## config.mk

```make
export PLATFORM = sky130hd
export DESIGN_NAME = track_flow_control_stacks
export DESIGN_NICKNAME = d
export VERILOG_FILES = /design/src/rtl/tfc_pkg.sv /design/src/rtl/track_flow_control_stacks.sv /design/src/rtl/tfc_cell.sv /design/src/rtl/tfc_stack.sv
export SDC_FILE = /design/constraint.sdc
export NUM_CORES = 1
export LEC_CHECK = 0
export ABC_AREA = 1
export BUFFER_PORTS_ARGS = -buffer_cell sky130_fd_sc_hd__buf_4
export CORE_ASPECT_RATIO = 0.75
export CORE_MARGIN = 8
export CORE_UTILIZATION = 47
export CTS_BUF_LIST = sky130_fd_sc_hd__clkbuf_8 sky130_fd_sc_hd__clkbuf_16
export DETAILED_ROUTE_END_ITERATION = 6
export PLACE_DENSITY = 0.72
export SYNTH_ARGS = -nofsm -noshare
export SYNTH_HDL_FRONTEND = slang
export SYNTH_SLANG_ARGS = --single-unit
export TNS_END_PERCENT = 50
```

## constraint.sdc

```tcl
create_clock -name clk -period 13.5 [get_ports clk]
set_clock_uncertainty 0.2 [all_clocks]
set_input_delay 0.675 -clock clk [delete_from_list [all_inputs] [get_ports clk]]
set_output_delay 0.675 -clock clk [all_outputs]
set_load 0.02 [all_outputs]
```

## src/rtl/tfc_pkg.sv

```systemverilog
// package: payload types, command codes and stack control types for the track flow unit
`default_nettype none
package tfc_pkg;

	localparam int PosW = 16;
	localparam int CntW = 8;
	localparam int FuncW = 3;

	localparam logic [FuncW-1:0] FUNC_JUMP   = 3'd0;
	localparam logic [FuncW-1:0] FUNC_CALL   = 3'd1;
	localparam logic [FuncW-1:0] FUNC_RETURN = 3'd2;
	localparam logic [FuncW-1:0] FUNC_COND   = 3'd3;
	localparam logic [FuncW-1:0] FUNC_REPEAT = 3'd4;
	localparam logic [FuncW-1:0] FUNC_LOOP   = 3'd5;

	typedef struct packed {
		logic [FuncW-1:0] func;
		logic [PosW-1:0]  target_address;
		logic [PosW-1:0]  after_position;
		logic [CntW-1:0]  loop_count;
	} tfc_cmd_t;

	typedef struct packed {
		logic [PosW-1:0] next_position;
		logic            stop_track;
	} tfc_res_t;

	// counted stack entry: return position and remaining count
	typedef struct packed {
		logic [PosW-1:0] pos;
		logic [CntW-1:0] cnt;
	} tfc_entry_t;

	typedef enum logic [1:0] {
		STK_HOLD,
		STK_PUSH,
		STK_POP,
		STK_WRITE
	} stk_op_t;

	typedef struct packed {
		logic empty;
		logic full;
		logic nearly_full;
	} stk_stat_t;

endpackage
`default_nettype wire

```

## src/rtl/track_flow_control_stacks.sv

```systemverilog
// top level: flow command decode, three cell-chain stacks, conditional flag, result register
//
//  channel | direction | beat payload                                         | handshake
//  cmd     | in        | func, target_address, after_position, loop_count     | cmd_valid / cmd_stall
//  res     | out       | next_position, stop_track                            | res_valid / res_stall
//  cfg     | in        | force_conditional                                    | cfg_we
//
// one command per cycle while cmd_stall is low; its result appears in the output register on the next cycle
// the stack tops are compared and pushed or popped in the same cycle the command is taken
// reset clears the three depths, the conditional flag and the output valid
// cmd_stall rises only while a finished result waits under res_stall
`default_nettype none
module track_flow_control_stacks #(
	parameter int CALL_DEPTH   = 8,
	parameter int REPEAT_DEPTH = 8,
	parameter int LOOP_DEPTH   = 8
) (
	input  wire                clk,
	input  wire                arst_n,
	input  wire                cmd_valid,
	output logic               cmd_stall,
	input  tfc_pkg::tfc_cmd_t  cmd,
	output logic               res_valid,
	input  wire                res_stall,
	output tfc_pkg::tfc_res_t  res,
	input  wire                cfg_we,
	input  wire logic          cfg_wdata
);
	import tfc_pkg::*;

	localparam int EntW = $bits(tfc_entry_t);

	logic       accept;
	logic       force_q;
	logic       armed_q;
	logic       res_valid_q;
	tfc_res_t   res_q;
	tfc_res_t   res_d;
	logic       armed_d;

	stk_op_t    call_op, rep_op, loop_op;
	logic [PosW-1:0] call_top;
	tfc_entry_t rep_din, rep_top, loop_din, loop_top;
	stk_stat_t  call_stat, rep_stat, loop_stat;

	logic       call_match, rep_match, loop_match;
	logic [CntW-1:0] rep_dec, loop_dec;

	assign cmd_stall = res_valid_q && res_stall;
	assign accept    = cmd_valid && !cmd_stall;

	assign call_match = !call_stat.empty && (call_top == cmd.after_position);
	assign rep_match  = !rep_stat.empty && (rep_top.pos == cmd.after_position);
	assign loop_match = !loop_stat.empty && (loop_top.pos == cmd.after_position);
	assign rep_dec    = rep_top.cnt - CntW'(1);
	assign loop_dec   = loop_top.cnt - CntW'(1);

	always_comb begin
		call_op            = STK_HOLD;
		rep_op             = STK_HOLD;
		loop_op            = STK_HOLD;
		rep_din.pos        = cmd.after_position;
		rep_din.cnt        = cmd.loop_count;
		loop_din.pos       = cmd.after_position;
		loop_din.cnt       = cmd.loop_count;
		armed_d            = armed_q;
		res_d.next_position = cmd.after_position;
		res_d.stop_track   = 1'b0;
		unique case (cmd.func)
			FUNC_JUMP: begin
				res_d.next_position = cmd.target_address;
			end
			FUNC_CALL: begin
				res_d.next_position = cmd.target_address;
				if (!call_match) begin
					if (!call_stat.full)
						call_op = STK_PUSH;
					res_d.stop_track = call_stat.nearly_full;
				end
			end
			FUNC_RETURN: begin
				if (call_stat.empty) begin
					res_d.stop_track = 1'b1;
				end else begin
					call_op = STK_POP;
					res_d.next_position = call_top;
				end
			end
			FUNC_COND: begin
				armed_d = 1'b1;
				if (armed_q || force_q)
					res_d.next_position = cmd.target_address;
			end
			FUNC_REPEAT: begin
				if (rep_match) begin
					if (rep_dec != '0) begin
						rep_op = STK_WRITE;
						rep_din.pos = rep_top.pos;
						rep_din.cnt = rep_dec;
						res_d.next_position = cmd.target_address;
					end else begin
						rep_op = STK_POP;
					end
				end else begin
					if (!rep_stat.full)
						rep_op = STK_PUSH;
					res_d.stop_track = rep_stat.nearly_full;
					res_d.next_position = cmd.target_address;
				end
			end
			FUNC_LOOP: begin
				if (loop_match) begin
					if (loop_dec == '0) begin
						loop_op = STK_POP;
						res_d.next_position = cmd.target_address;
					end else begin
						loop_op = STK_WRITE;
						loop_din.pos = loop_top.pos;
						loop_din.cnt = loop_dec;
					end
				end else begin
					if (!loop_stat.full)
						loop_op = STK_PUSH;
					res_d.stop_track = loop_stat.nearly_full;
				end
			end
			default: ;
		endcase
		// nothing moves unless a beat is taken
		if (!accept) begin
			call_op = STK_HOLD;
			rep_op  = STK_HOLD;
			loop_op = STK_HOLD;
			armed_d = armed_q;
		end
	end

	tfc_stack #(.W(PosW), .DEPTH(CALL_DEPTH)) u_call_stack (
		.clk    (clk),
		.arst_n (arst_n),
		.op     (call_op),
		.din    (cmd.after_position),
		.top    (call_top),
		.stat   (call_stat)
	);

	tfc_stack #(.W(EntW), .DEPTH(REPEAT_DEPTH)) u_repeat_stack (
		.clk    (clk),
		.arst_n (arst_n),
		.op     (rep_op),
		.din    (rep_din),
		.top    (rep_top),
		.stat   (rep_stat)
	);

	tfc_stack #(.W(EntW), .DEPTH(LOOP_DEPTH)) u_loop_stack (
		.clk    (clk),
		.arst_n (arst_n),
		.op     (loop_op),
		.din    (loop_din),
		.top    (loop_top),
		.stat   (loop_stat)
	);

	always_ff @(posedge clk or negedge arst_n) begin
		if (!arst_n) begin
			force_q     <= 1'b0;
			armed_q     <= 1'b0;
			res_valid_q <= 1'b0;
		end else begin
			if (cfg_we)
				force_q <= cfg_wdata;
			armed_q <= armed_d;
			if (accept)
				res_valid_q <= 1'b1;
			else if (!res_stall)
				res_valid_q <= 1'b0;
		end
	end

	always_ff @(posedge clk) begin
		if (accept)
			res_q <= res_d;
	end

	assign res_valid = res_valid_q;
	assign res       = res_q;

	a_empty_return_stops: assert property (@(posedge clk) disable iff (!arst_n)
		accept && cmd.func == FUNC_RETURN && call_stat.empty |=> res_valid && res.stop_track)
		else $error("return on empty call stack did not stop the track");

	a_stall_only_when_held: assert property (@(posedge clk) disable iff (!arst_n)
		cmd_stall |-> res_valid)
		else $error("command stalled with no result pending");

	a_armed_sticky: assert property (@(posedge clk) disable iff (!arst_n)
		armed_q |=> armed_q)
		else $error("conditional flag cleared without reset");

	a_full_push_holds: assert property (@(posedge clk) disable iff (!arst_n)
		call_stat.full && call_op == STK_PUSH |-> 1'b0)
		else $error("push issued onto a full call stack");

endmodule
`default_nettype wire

```

## src/rtl/tfc_cell.sv

```systemverilog
// one stack cell: holds an entry and trades it with its neighbors on push and pop
`default_nettype none
module tfc_cell #(
	parameter int W = 16
) (
	input  wire                   clk,
	input  tfc_pkg::stk_op_t      op,
	input  wire logic [W-1:0]     from_up,
	input  wire logic [W-1:0]     from_down,
	output logic      [W-1:0]     value
);
	import tfc_pkg::*;

	logic [W-1:0] value_q;

	always_ff @(posedge clk) begin
		unique case (op)
			STK_PUSH:  value_q <= from_up;
			STK_POP:   value_q <= from_down;
			STK_WRITE: value_q <= from_up;
			STK_HOLD:  value_q <= value_q;
			default:   value_q <= value_q;
		endcase
	end

	assign value = value_q;

endmodule
`default_nettype wire

```

## src/rtl/tfc_stack.sv

```systemverilog
// stack built as a chain of cells, top entry in cell zero, with its depth counter
`default_nettype none
module tfc_stack #(
	parameter int W     = 16,
	parameter int DEPTH = 8
) (
	input  wire                   clk,
	input  wire                   arst_n,
	input  tfc_pkg::stk_op_t      op,
	input  wire logic [W-1:0]     din,
	output logic      [W-1:0]     top,
	output tfc_pkg::stk_stat_t    stat
);
	import tfc_pkg::*;

	localparam int DW = $clog2(DEPTH + 1);

	logic [W-1:0] cell_val [DEPTH];
	logic [DW-1:0] depth_q;

	for (genvar i = 0; i < DEPTH; i++) begin : g_cell
		stk_op_t      cell_op;
		logic [W-1:0] up_val;
		logic [W-1:0] down_val;

		// only the top cell takes an in-place write
		assign cell_op  = (i == 0 || op != STK_WRITE) ? op : STK_HOLD;
		assign up_val   = (i == 0) ? din : cell_val[(i == 0) ? 0 : i - 1];
		assign down_val = (i == DEPTH - 1) ? cell_val[i] : cell_val[(i == DEPTH - 1) ? i : i + 1];

		tfc_cell #(.W(W)) u_cell (
			.clk       (clk),
			.op        (cell_op),
			.from_up   (up_val),
			.from_down (down_val),
			.value     (cell_val[i])
		);
	end

	always_ff @(posedge clk or negedge arst_n) begin
		if (!arst_n) begin
			depth_q <= '0;
		end else begin
			unique case (op)
				STK_PUSH: depth_q <= depth_q + DW'(1);
				STK_POP:  depth_q <= depth_q - DW'(1);
				default:  depth_q <= depth_q;
			endcase
		end
	end

	assign top              = cell_val[0];
	assign stat.empty       = (depth_q == '0);
	assign stat.full        = (depth_q == DW'(DEPTH));
	assign stat.nearly_full = (depth_q >= DW'(DEPTH - 1));

endmodule
`default_nettype wire

```

# Word-level counts from Yosys, hierarchy flattened
# Cells that the tools add are included.
# word_totals
ff_bits	544
in_bits	49
# op_classes
addsub	8
n_lt_le_gt_ge	3
n_eq_ne	35
n_mux	65
bitwise_logic	2
reduce_logical	38
# ops
operator	count
$pmux W24 S2	14
$pmux W16 S2	7
$mux W24	8
$mux W16	7
$pmux W16 S5	1
$eq A16 B16 Y1	3
$eq A2 B2 Y1 const B	12
$mux W2	12
$pmux W4 S2	3
$reduce_or A2 Y1	10
$sub A8 B1 Y8 const B	2
$add A4 B1 Y4 const B	3
$eq A2 B1 Y1 const B	6
$eq A4 B4 Y1 const B	3
$ge A4 B3 Y1 const B	3
$logic_not A2 Y1	6
$logic_not A4 Y1	3
$sub A4 B1 Y4 const B	3
$mux W1	11
$logic_not A8 Y1	1
$ne A4 B4 Y1 const B	2
$reduce_bool A8 Y1	1
$eq A3 B2 Y1 const B	2
$eq A3 B3 Y1 const B	2
other kinds (12)	26

# Logic depth before layout (Yosys ltp)
# Gate-level depths: netlist of run 1.
# logic_depth
depth_word	11
mapped_depth	22
mapped_depth_nobuf	21

# Hierarchy
# A second synthesis of run 1 with hierarchy kept.
# unflattened
hier_cells	2945
hier_area_um2	27756.6
# by_module_without_submodules
mod	instances	cells_per_inst	area_each_um2	seq_area_each_um2
tfc_cell at u_loop_stack.g_cell[0].u_cell ...	16	103	1091.0	720.7
tfc_cell at u_call_stack.g_cell[0].u_cell ...	8	69	726.9	480.5
track_flow_control_stacks	1	610	3515.9	585.6
tfc_stack	3	45	322.8	100.1

# Worst setup path after synthesis of run 1
# OpenSTA, ideal clock, no wires.
# synth_path
kind	input port to flip-flop
start	in res_stall
end	reg u_loop_stack.depth_q[1]
setup_ns	0.099
arrival_time_ns	6.328
required_ns	13.201
path_slack_ns	6.873
path_stages	10
path_buffers	1
cell_sequence	nand2_1 > inv_1 > nor2_1 > inv_1 > nor2_1 > nand3_2 > buf_4 > ha_1 > inv_1 > o21ai_0
# synth_between
elab_chain_cells	6
word_cells_on_any_way	8
# synth_lines
element	line_no	rtl
from (decl)	track_flow_control_stacks.sv:24	input wire res_stall,
$logic_and A1 B1 Y1 *	track_flow_control_stacks.sv:49	assign cmd_stall = res_valid_q && res_stall;
via cmd_stall	track_flow_control_stacks.sv:21	output logic cmd_stall,
$logic_not A1 Y1 *	track_flow_control_stacks.sv:50	assign accept = cmd_valid && !cmd_stall;
$logic_and A1 B1 Y1 *	track_flow_control_stacks.sv:50	
via accept	track_flow_control_stacks.sv:33	logic accept;
$mux W2 *	track_flow_control_stacks.sv:130	if (!accept) begin
$eq A2 B2 Y1 / $eq A2 B1 Y1 (equally long branches)	tfc_stack.sv:44	unique case (op)
$pmux W4 S2 / $reduce_bool A2 Y1 (equally long branches)	--	
to (signal assigned)	tfc_stack.sv:45	STK_PUSH: depth_q <= depth_q + DW'(1);
to (signal assigned)	tfc_stack.sv:46	STK_POP: depth_q <= depth_q - DW'(1);
to (signal assigned)	tfc_stack.sv:47	default: depth_q <= depth_q;
to (decl)	tfc_stack.sv:19	logic [DW-1:0] depth_q;
# The timed path passes the listed nets; every way through them passes the cells marked *.
# A chain may end at the register's enable or synchronous reset.

# Worst setup path after layout of run 1
# layout_path
start	reg u_loop_stack.g_cell[0].u_cell.value_q[0]
end	reg u_loop_stack.g_cell[4].u_cell.value_q[15], enable pin
# layout_between
elab_chain_cells	9
# layout_lines
element	line_no	rtl
from (decl)	tfc_cell.sv:14	logic [W-1:0] value_q;
from (signal assigned)	tfc_cell.sv:18	STK_PUSH: value_q <= from_up;
from (signal assigned)	tfc_cell.sv:19	STK_POP: value_q <= from_down;
from (signal assigned)	tfc_cell.sv:20	STK_WRITE: value_q <= from_up;
$sub A8 B1 Y8 *	track_flow_control_stacks.sv:56	assign loop_dec = loop_top.cnt - CntW'(1);
$logic_not A8 Y1 *	track_flow_control_stacks.sv:113	if (loop_dec == '0) begin
$mux W1 *	track_flow_control_stacks.sv:113	
$mux W2 *	track_flow_control_stacks.sv:112	if (loop_match) begin
$mux W2 *	track_flow_control_stacks.sv:69	unique case (cmd.func)
$mux W2 *	track_flow_control_stacks.sv:130	
$ne A2 B2 Y1	tfc_stack.sv:27	assign cell_op = (i == 0 || op != STK_WRITE) ? op : STK_HOLD;
$mux W2 *	tfc_stack.sv:27	
$logic_not A2 Y1 *	tfc_cell.sv:17	unique case (op)
to (signal assigned)	tfc_cell.sv:18	
to (signal assigned)	tfc_cell.sv:19	
to (signal assigned)	tfc_cell.sv:20	
to (decl)	tfc_cell.sv:14	
# Mark *: on every way between the ends. The rest lies on a longest branch, timed or not.

==> impl_metrics.toml, run 1 <==
[status]
status = "completed"

[clock_tree]
holdBufCountCts = 1
numCtsBuffers = 52
post_cts_resized = 0
cts_root_buf = "clkbuf_16"
clkTransAtPathRegs_ns = 0.06
clock_path_buffers = 3
cts_tree = "built"
clk_latency_ns = 0.59
cts_setup_buffers = 0
cts.sinks = 544
htreeDepth = 2

[floorplan]
io_pins = 68
die_w_um = 284.2
die_area_mm2 = 0.06170
start_util_pct = 47.69
die_h_um = 217.1
core_mm2 = 0.05316
row_count = 73

[synthesis]
synth_cells = 2351
synthTopCellsByArea = "edfxtp_1 (63%), nand2_1 (6.5%), mux2_2 (4.4%)"
syn_area_mm2 = 0.02535
synth_fp_nets = 2425
yosys.area.top_type = "edfxtp_1"
synth_edf_count = 529
synth_common_cells = "edfxtp_1 (529), nand2_1 (438), inv_1 (232)"
synth_area_per_cell_um2 = 10.78
synth-main-ff-cell = "edfxtp_1"
yosysMostFrequentCell = "edfxtp_1"
ys_seq_elements = 544
synth.distinct_cells = 38
seq_area_frac_synth_pct = 64.14
async_flop_share_pct = 2.757
yosys.area.top_type_share_pct = 62.66
ys_warn_count = 0

[placement]
io_buffers = 67
dp.final_hpwl_um = 40390
place_congestion = 0.9431

[power]
clock_power_share_pct = 40.3
p_int_mw = 2.866
total_power_mw = 3.725
seqPwrFrac_pct = 52.3
power.density_mw_per_mm2 = 132.3
p_switching_mw = 0.8587
max-vdd-ir-drop_uv = 89.31
combPwrFrac_pct = 7.4
cellLeakagePower_nw = 10.62
swShare_pct = 23.05

[grt]
overflow = 0
grt_pass1_wl_um = 92760
grt_max_degree = 112
grtUsageTotal_pct = 18.71
grt_pass1_vias = 16590
antenna_found_initial = 1

[worst_setup_path]
critPathSlowestCell = "buf_4"
r2r_slack_ns = 8.08
critical_path.max_fanout = 91
arrival_ns = 5.43
critical_path.endpoint = "u_loop_stack.g_cell[4].u_cell.value[15]"
crit_path_start = "u_loop_stack.g_cell[0].u_cell.value[0]"
crit_path_max_incr_delay_ns = 0.81
path_cells = "inv_1, ha_1, inv_1, nor2_1, nand3_1, xor2_1, nand2_1, nor2_8, nand2_4, nand3_2, ha_4, buf_4, buf_4"
cp.required_ns = 13.51
r2r_end = "u_loop_stack.g_cell[4].u_cell.value[15]"
cp-start-kind = "flip-flop"
r2r-start = "u_loop_stack.g_cell[0].u_cell.value[0]"
worst-r2r-cell-count = 13
end_kind = "flip-flop"
critical_path_class = "flip-flop to flip-flop"

[sta]
rsz0062_at_grt = "no"
hold_viol = 0
finalSetupViolCount = 0
relSlewSlack_pct = 21.02
slew_viol_final = 0
timing.setup.tns_ns = 0
finalCritPeriodShare_pct = 40.18
max_freq_mhz = 184.3
min_period_ns = 5.425
hold_ws_ns = 0.1250
tightest_slew_ns = 1.185

[finish]
nNetsFinal = 2444
drive_above_1_share_pct = 13.05
area_growth_pct = 11.08
register_area_mm2 = 0.01626
fillers = 4616
antenna_cells = 0
multi_input_area_mm2 = 0.007672

[route]
drc = 0
drtIter0Drc = 1721
wl_um = 59580
ant_nets = 0
wl_per_cell_um = 19.06
vias = 17090
vias_per_cell = 5.469
dr.pass1.iters = 6

[run]
max_cap_violations = 0

[worst_hold_path]
holdCritPathClass = "primary input to flip-flop"
-- registers in the layout, indices dropped and copies added (netlist names) --
register,flops
u_repeat_stack.depth_q,4
u_repeat_stack.g_cell.u_cell.value,192
u_call_stack.g_cell.u_cell.value,128
u_call_stack.depth_q,4
armed_q,1
u_loop_stack.g_cell.u_cell.value,192
u_loop_stack.depth_q,4
res,17
res_valid,1
force_q,1
-- logic make-up (layout without fill, tap and decap cells) --
kind of cell	count (synthesis)	in the layout	synth area share [%]
compound gates	423	423	8.588
xor+xnor	46	46	1.619
fa+ha+maj	25	25	1.323
buf+inv	367	429	5.928
flops	544	544	64.14
mux	100	100	4.442
simple gates	846	846	13.96
-- critical path: cells and delay by family, from the launching register on --
kind          cells  cell delay [ns]
flops             1             0.41
fa+ha+maj         2             0.80
buf+inv           4             1.74
xor+xnor          1             0.18
simple gates      6             1.60
-- routing by layer --
layer  vias to the layer above  wire (um)  part of all wire (%)  global-route usage, %
li1                       8116          -                     -                      -
met1                      8230      26950                    45                  27.03
met2                       640      25380                    43                  27.16
met3                       102       5874                   9.9                  6.007
met4                         2       1362                   2.3                  4.838
met5                         -         13                 0.022                      0
-- cell usage in the layout, fill, tap and decap left out, types with 5 or more instances in the layout --
cell       instances
edfxtp_1         529
nand2_1          438
inv_1            240
nor2_1           228
o21ai_0          202
a21oi_1          164
mux2_2           100
nand3_1           96
buf_4             88
clkbuf_16         53
o21ai_1           34
nand4_1           27
xnor2_1           25
nor3_1            21
xor2_1            20
a211oi_1          19
ha_1              15
dfrtp_1           15
nor2_2            13
clkinv_1          12
inv_2             11
bufinv_16          8
clkinv_2           8
ha_4               6
nand2_2            5
nor2_4             5
-- per-stage QoR --
| stage | util (%) | std cells | setup slack [ns] | area (um2) |
|---|---|---|---|---|
| after CTS | 52.97 | 3125 | 8.102 | 28160 |
| after floorplan | - | 2351 | 6.873 | 25350 |
| after global placement | 49.66 | 3027 | 8.268 | 26400 |
| final | 52.97 | 3125 | 8.075 | 28160 |
| after detailed placement | 49.66 | 3027 | 8.055 | 26400 |
| after global routing | 52.97 | 3125 | 7.722 | 28160 |
-- worst min path at each step --
stage,to,start,cells after the start
5_1_grt,res_valid,cmd_valid,3
3_3_place_gp,u_call_stack.g_cell[7].u_cell.value[14],u_call_stack.g_cell[6].u_cell.value[14],0
4_1_cts,res_valid,res_stall,3
3_5_place_dp,u_loop_stack.g_cell[7].u_cell.value[21],u_loop_stack.g_cell[6].u_cell.value[21],0
2_1_floorplan,armed_q,arst_n,0
6_report,res_valid,res_stall,3
-- final cells by class --
class / instances / area share (%)
multi-input combinational: 1440 / 27.25
timing repair buffer: 89 / 2.382
sequential: 544 / 57.75
inverter: 243 / 3.239
tap: 712 / 3.164
clock buffer: 53 / 4.710
clock inverter: 44 / 1.511
-- power by group through the flow --
stage	registers, mW	logic (mW)	clock network (mW)
2_1_floorplan	1.98	0.174	0
3_3_place_gp	1.98	0.261	0
3_5_place_dp	1.98	0.270	0
4_1_cts	1.95	0.271	1.53
5_1_grt	1.95	0.301	1.59
6_report	1.95	0.275	1.50
Power figures use the tool's default switching activity.
==> inputs of run 2 (changes only) <==
==> constraint.sdc (replaced) <==
create_clock -name clk -period 5.6 [get_ports clk]
set_clock_uncertainty 0.2 [all_clocks]
set_input_delay 0.28 -clock clk [delete_from_list [all_inputs] [get_ports clk]]
set_output_delay 0.28 -clock clk [all_outputs]
set_load 0.02 [all_outputs]
==> run 2 against run 1 <==
Against the previous run: die area did not move; worst hold slack got worse by 0.074 ns; sequential share of layout area fell by 0.74 points; setup slack got worse by 6.8 ns; maximum frequency rose by 25%; global-route usage fell by 0.62 points; flip-flop and latch count did not move; clock-buffer cell count did not move; first-iteration DRC count fell by 1.6%; register-to-register slack got worse by 6.8 ns; sequential power rose by 140%; clock power rose by 120%.
==> impl_metrics.toml, run 2 (synthesis gave the netlist of run 1 again) <==
[status]
status = "completed"

[floorplan]
start_util_pct = 47.69
row_count = 73
die_h_um = 217.1
core_mm2 = 0.05316
die_area_mm2 = 0.06170
io_pins = 68
die_w_um = 284.2

[finish]
fillers = 4621
fin_area_mm2 = 0.02852
drive_above_1_share_pct = 13.00
nNetsFinal = 2488
utilization_pct = 53.66
final_cell_mix = "edfxtp_1 (529), nand2_1 (438), inv_1 (242), nor2_1 (229), o21ai_0 (202)"
area_growth_pct = 12.51
final_common_cell = "edfxtp_1"

[sta]
relSlewSlack_pct = 18.17
slew_viol_final = 0
finalSetupViolCount = 0
rsz0062_at_grt = "no"
finalCritPeriodShare_pct = 77.70
max_freq_mhz = 229.8
timing.setup.tns_ns = 0
layout_setup_ws_ns = 1.249
tightest_slew_ns = 1.223
min_period_ns = 4.351
hold_viol = 0

[worst_setup_path]
worst-r2r-cell-count = 20
cp.required_ns = 5.86
critical_path_class = "flip-flop to flip-flop"
arrival_ns = 4.61
end_kind = "flip-flop"
cp-start-kind = "flip-flop"
critical_path.max_fanout = 33

[placement]
io_buffers = 67
place_congestion = 0.8987
placed_cell_area_mm2 = 0.02658
dp_slack_ns = 1.325
dp.final_hpwl_um = 38660

[route]
wl_per_cell_um = 18.22
wl_um = 57720
drc = 0
dr.pass1.iters = 6
drtIter0Drc = 1694
vias_per_cell = 5.422
vias = 17180
ant_nets = 0

[clock_tree]
cts_root_buf = "clkbuf_16"
clk_latency_ns = 0.58
cts_tree = "built"
htreeDepth = 2
clkTransAtPathRegs_ns = 0.07
clock_path_buffers = 3
numCtsBuffers = 50
cts.sinks = 544

[grt]
grt_pass1_wl_um = 91040
antenna_found_initial = 5
overflow = 0
grt_pass1_vias = 16700
grtUsageTotal_pct = 18.09
grt_max_degree = 115

[worst_hold_path]
worstHoldPathCells = 5
holdCritPathClass = "primary input to flip-flop"

[power]
cellLeakagePower_nw = 10.77
power.density_mw_per_mm2 = 305.8
max-vdd-ir-drop_uv = 248.2

[run]
max_cap_violations = 0
-- run 2: cell types whose count changed in the layout (fill, tap and decap cells not counted), sizes merged --
cell | before | now
inv | 255 | 253
diode | 0 | 3
dlygate4sd3 | 1 | 36
buf | 88 | 99
bufinv | 8 | 3
clkinvlp | 2 | 3
-- run 2: stage by stage --
step	instances	power [mW]	hold slack (ns)
global placement	3038	5.402	-0.01287
CTS	3165	8.778	0.009607
detailed placement	3038	5.426	-0.01334
floorplan	2351	5.179	-0.2156
global route	3168	9.016	0.05530
finish	3168	8.723	0.05129
-- run 2: path summary, 6_finish.rpt --
| path | startpoint | slack, ns | endpoint |
|---|---|---|---|
| worst max-delay path | u_loop_stack.g_cell[0].u_cell.value[0] | 1.25 | u_loop_stack.depth_q[3] |
| worst min-delay path | cmd[27] | 0.05 | res[4] |
| worst max register to register | u_loop_stack.g_cell[0].u_cell.value[0] | 1.25 | u_loop_stack.depth_q[3] |
| worst min register to register | u_call_stack.g_cell[6].u_cell.value[10] | 0.25 | u_call_stack.g_cell[7].u_cell.value[10] |
| max in group asynchronous | arst_n | 3.70 | u_loop_stack.depth_q[0] |
| min in group asynchronous | arst_n | 0.82 | res_valid |
-- run 2: what timing repair did --
action,in CTS,in global routing
hold buffers,36,0
resized for setup,0,0
buffers inserted,0,0
hold endpoints to repair,68,0
-- run 2: layer usage --
| metal | vias up | global-route usage (%) | part of all wire (%) |
|---|---|---|---|
| li1 | 8187 | - | - |
| met1 | 8235 | 26.60 | 46 |
| met2 | 645 | 25.65 | 42 |
| met3 | 108 | 5.435 | 9.6 |
| met4 | 2 | 5.363 | 2.6 |
| met5 | - | 0 | 0.023 |
-- run 2: final cells by class --
class	instances	area, um2	area share, %
inverters	243	912.1	3.198
diodes	3	7.507	0.02632
multi-input cells	1440	7670	26.89
flip-flops and latches	544	16260	57.01
well taps	712	890.9	3.123
clock buffers	53	1326	4.650
clock inverters	38	251.5	0.8817
repair buffers	135	1204	4.220
-- run 2: critical path, cell delays in order, from the launching register on --
cell and delay, ns:
edfxtp_1 0.42, inv_1 0.17, ha_1 0.21, inv_1 0.05
nor2_1 0.16, nand3_1 0.12, xor2_1 0.19, nand2_1 0.16
nor2_8 0.34, nand2_4 0.23, nand3_2 0.30, buf_4 0.38
ha_1 0.28, ha_1 0.28, nand2_1 0.08, nor2_1 0.04
a211oi_1 0.26, nand2_1 0.08, nand2_1 0.08, nor2_1 0.07
xor2_1 0.13
-- run 2: report_power, final --
group | total [mW] | internal [mW] | switching (mW)
clock | 3.34 | 1.84 | 1.50
sequential | 4.69 | 4.60 | 0.0922
combinational | 0.694 | 0.246 | 0.448
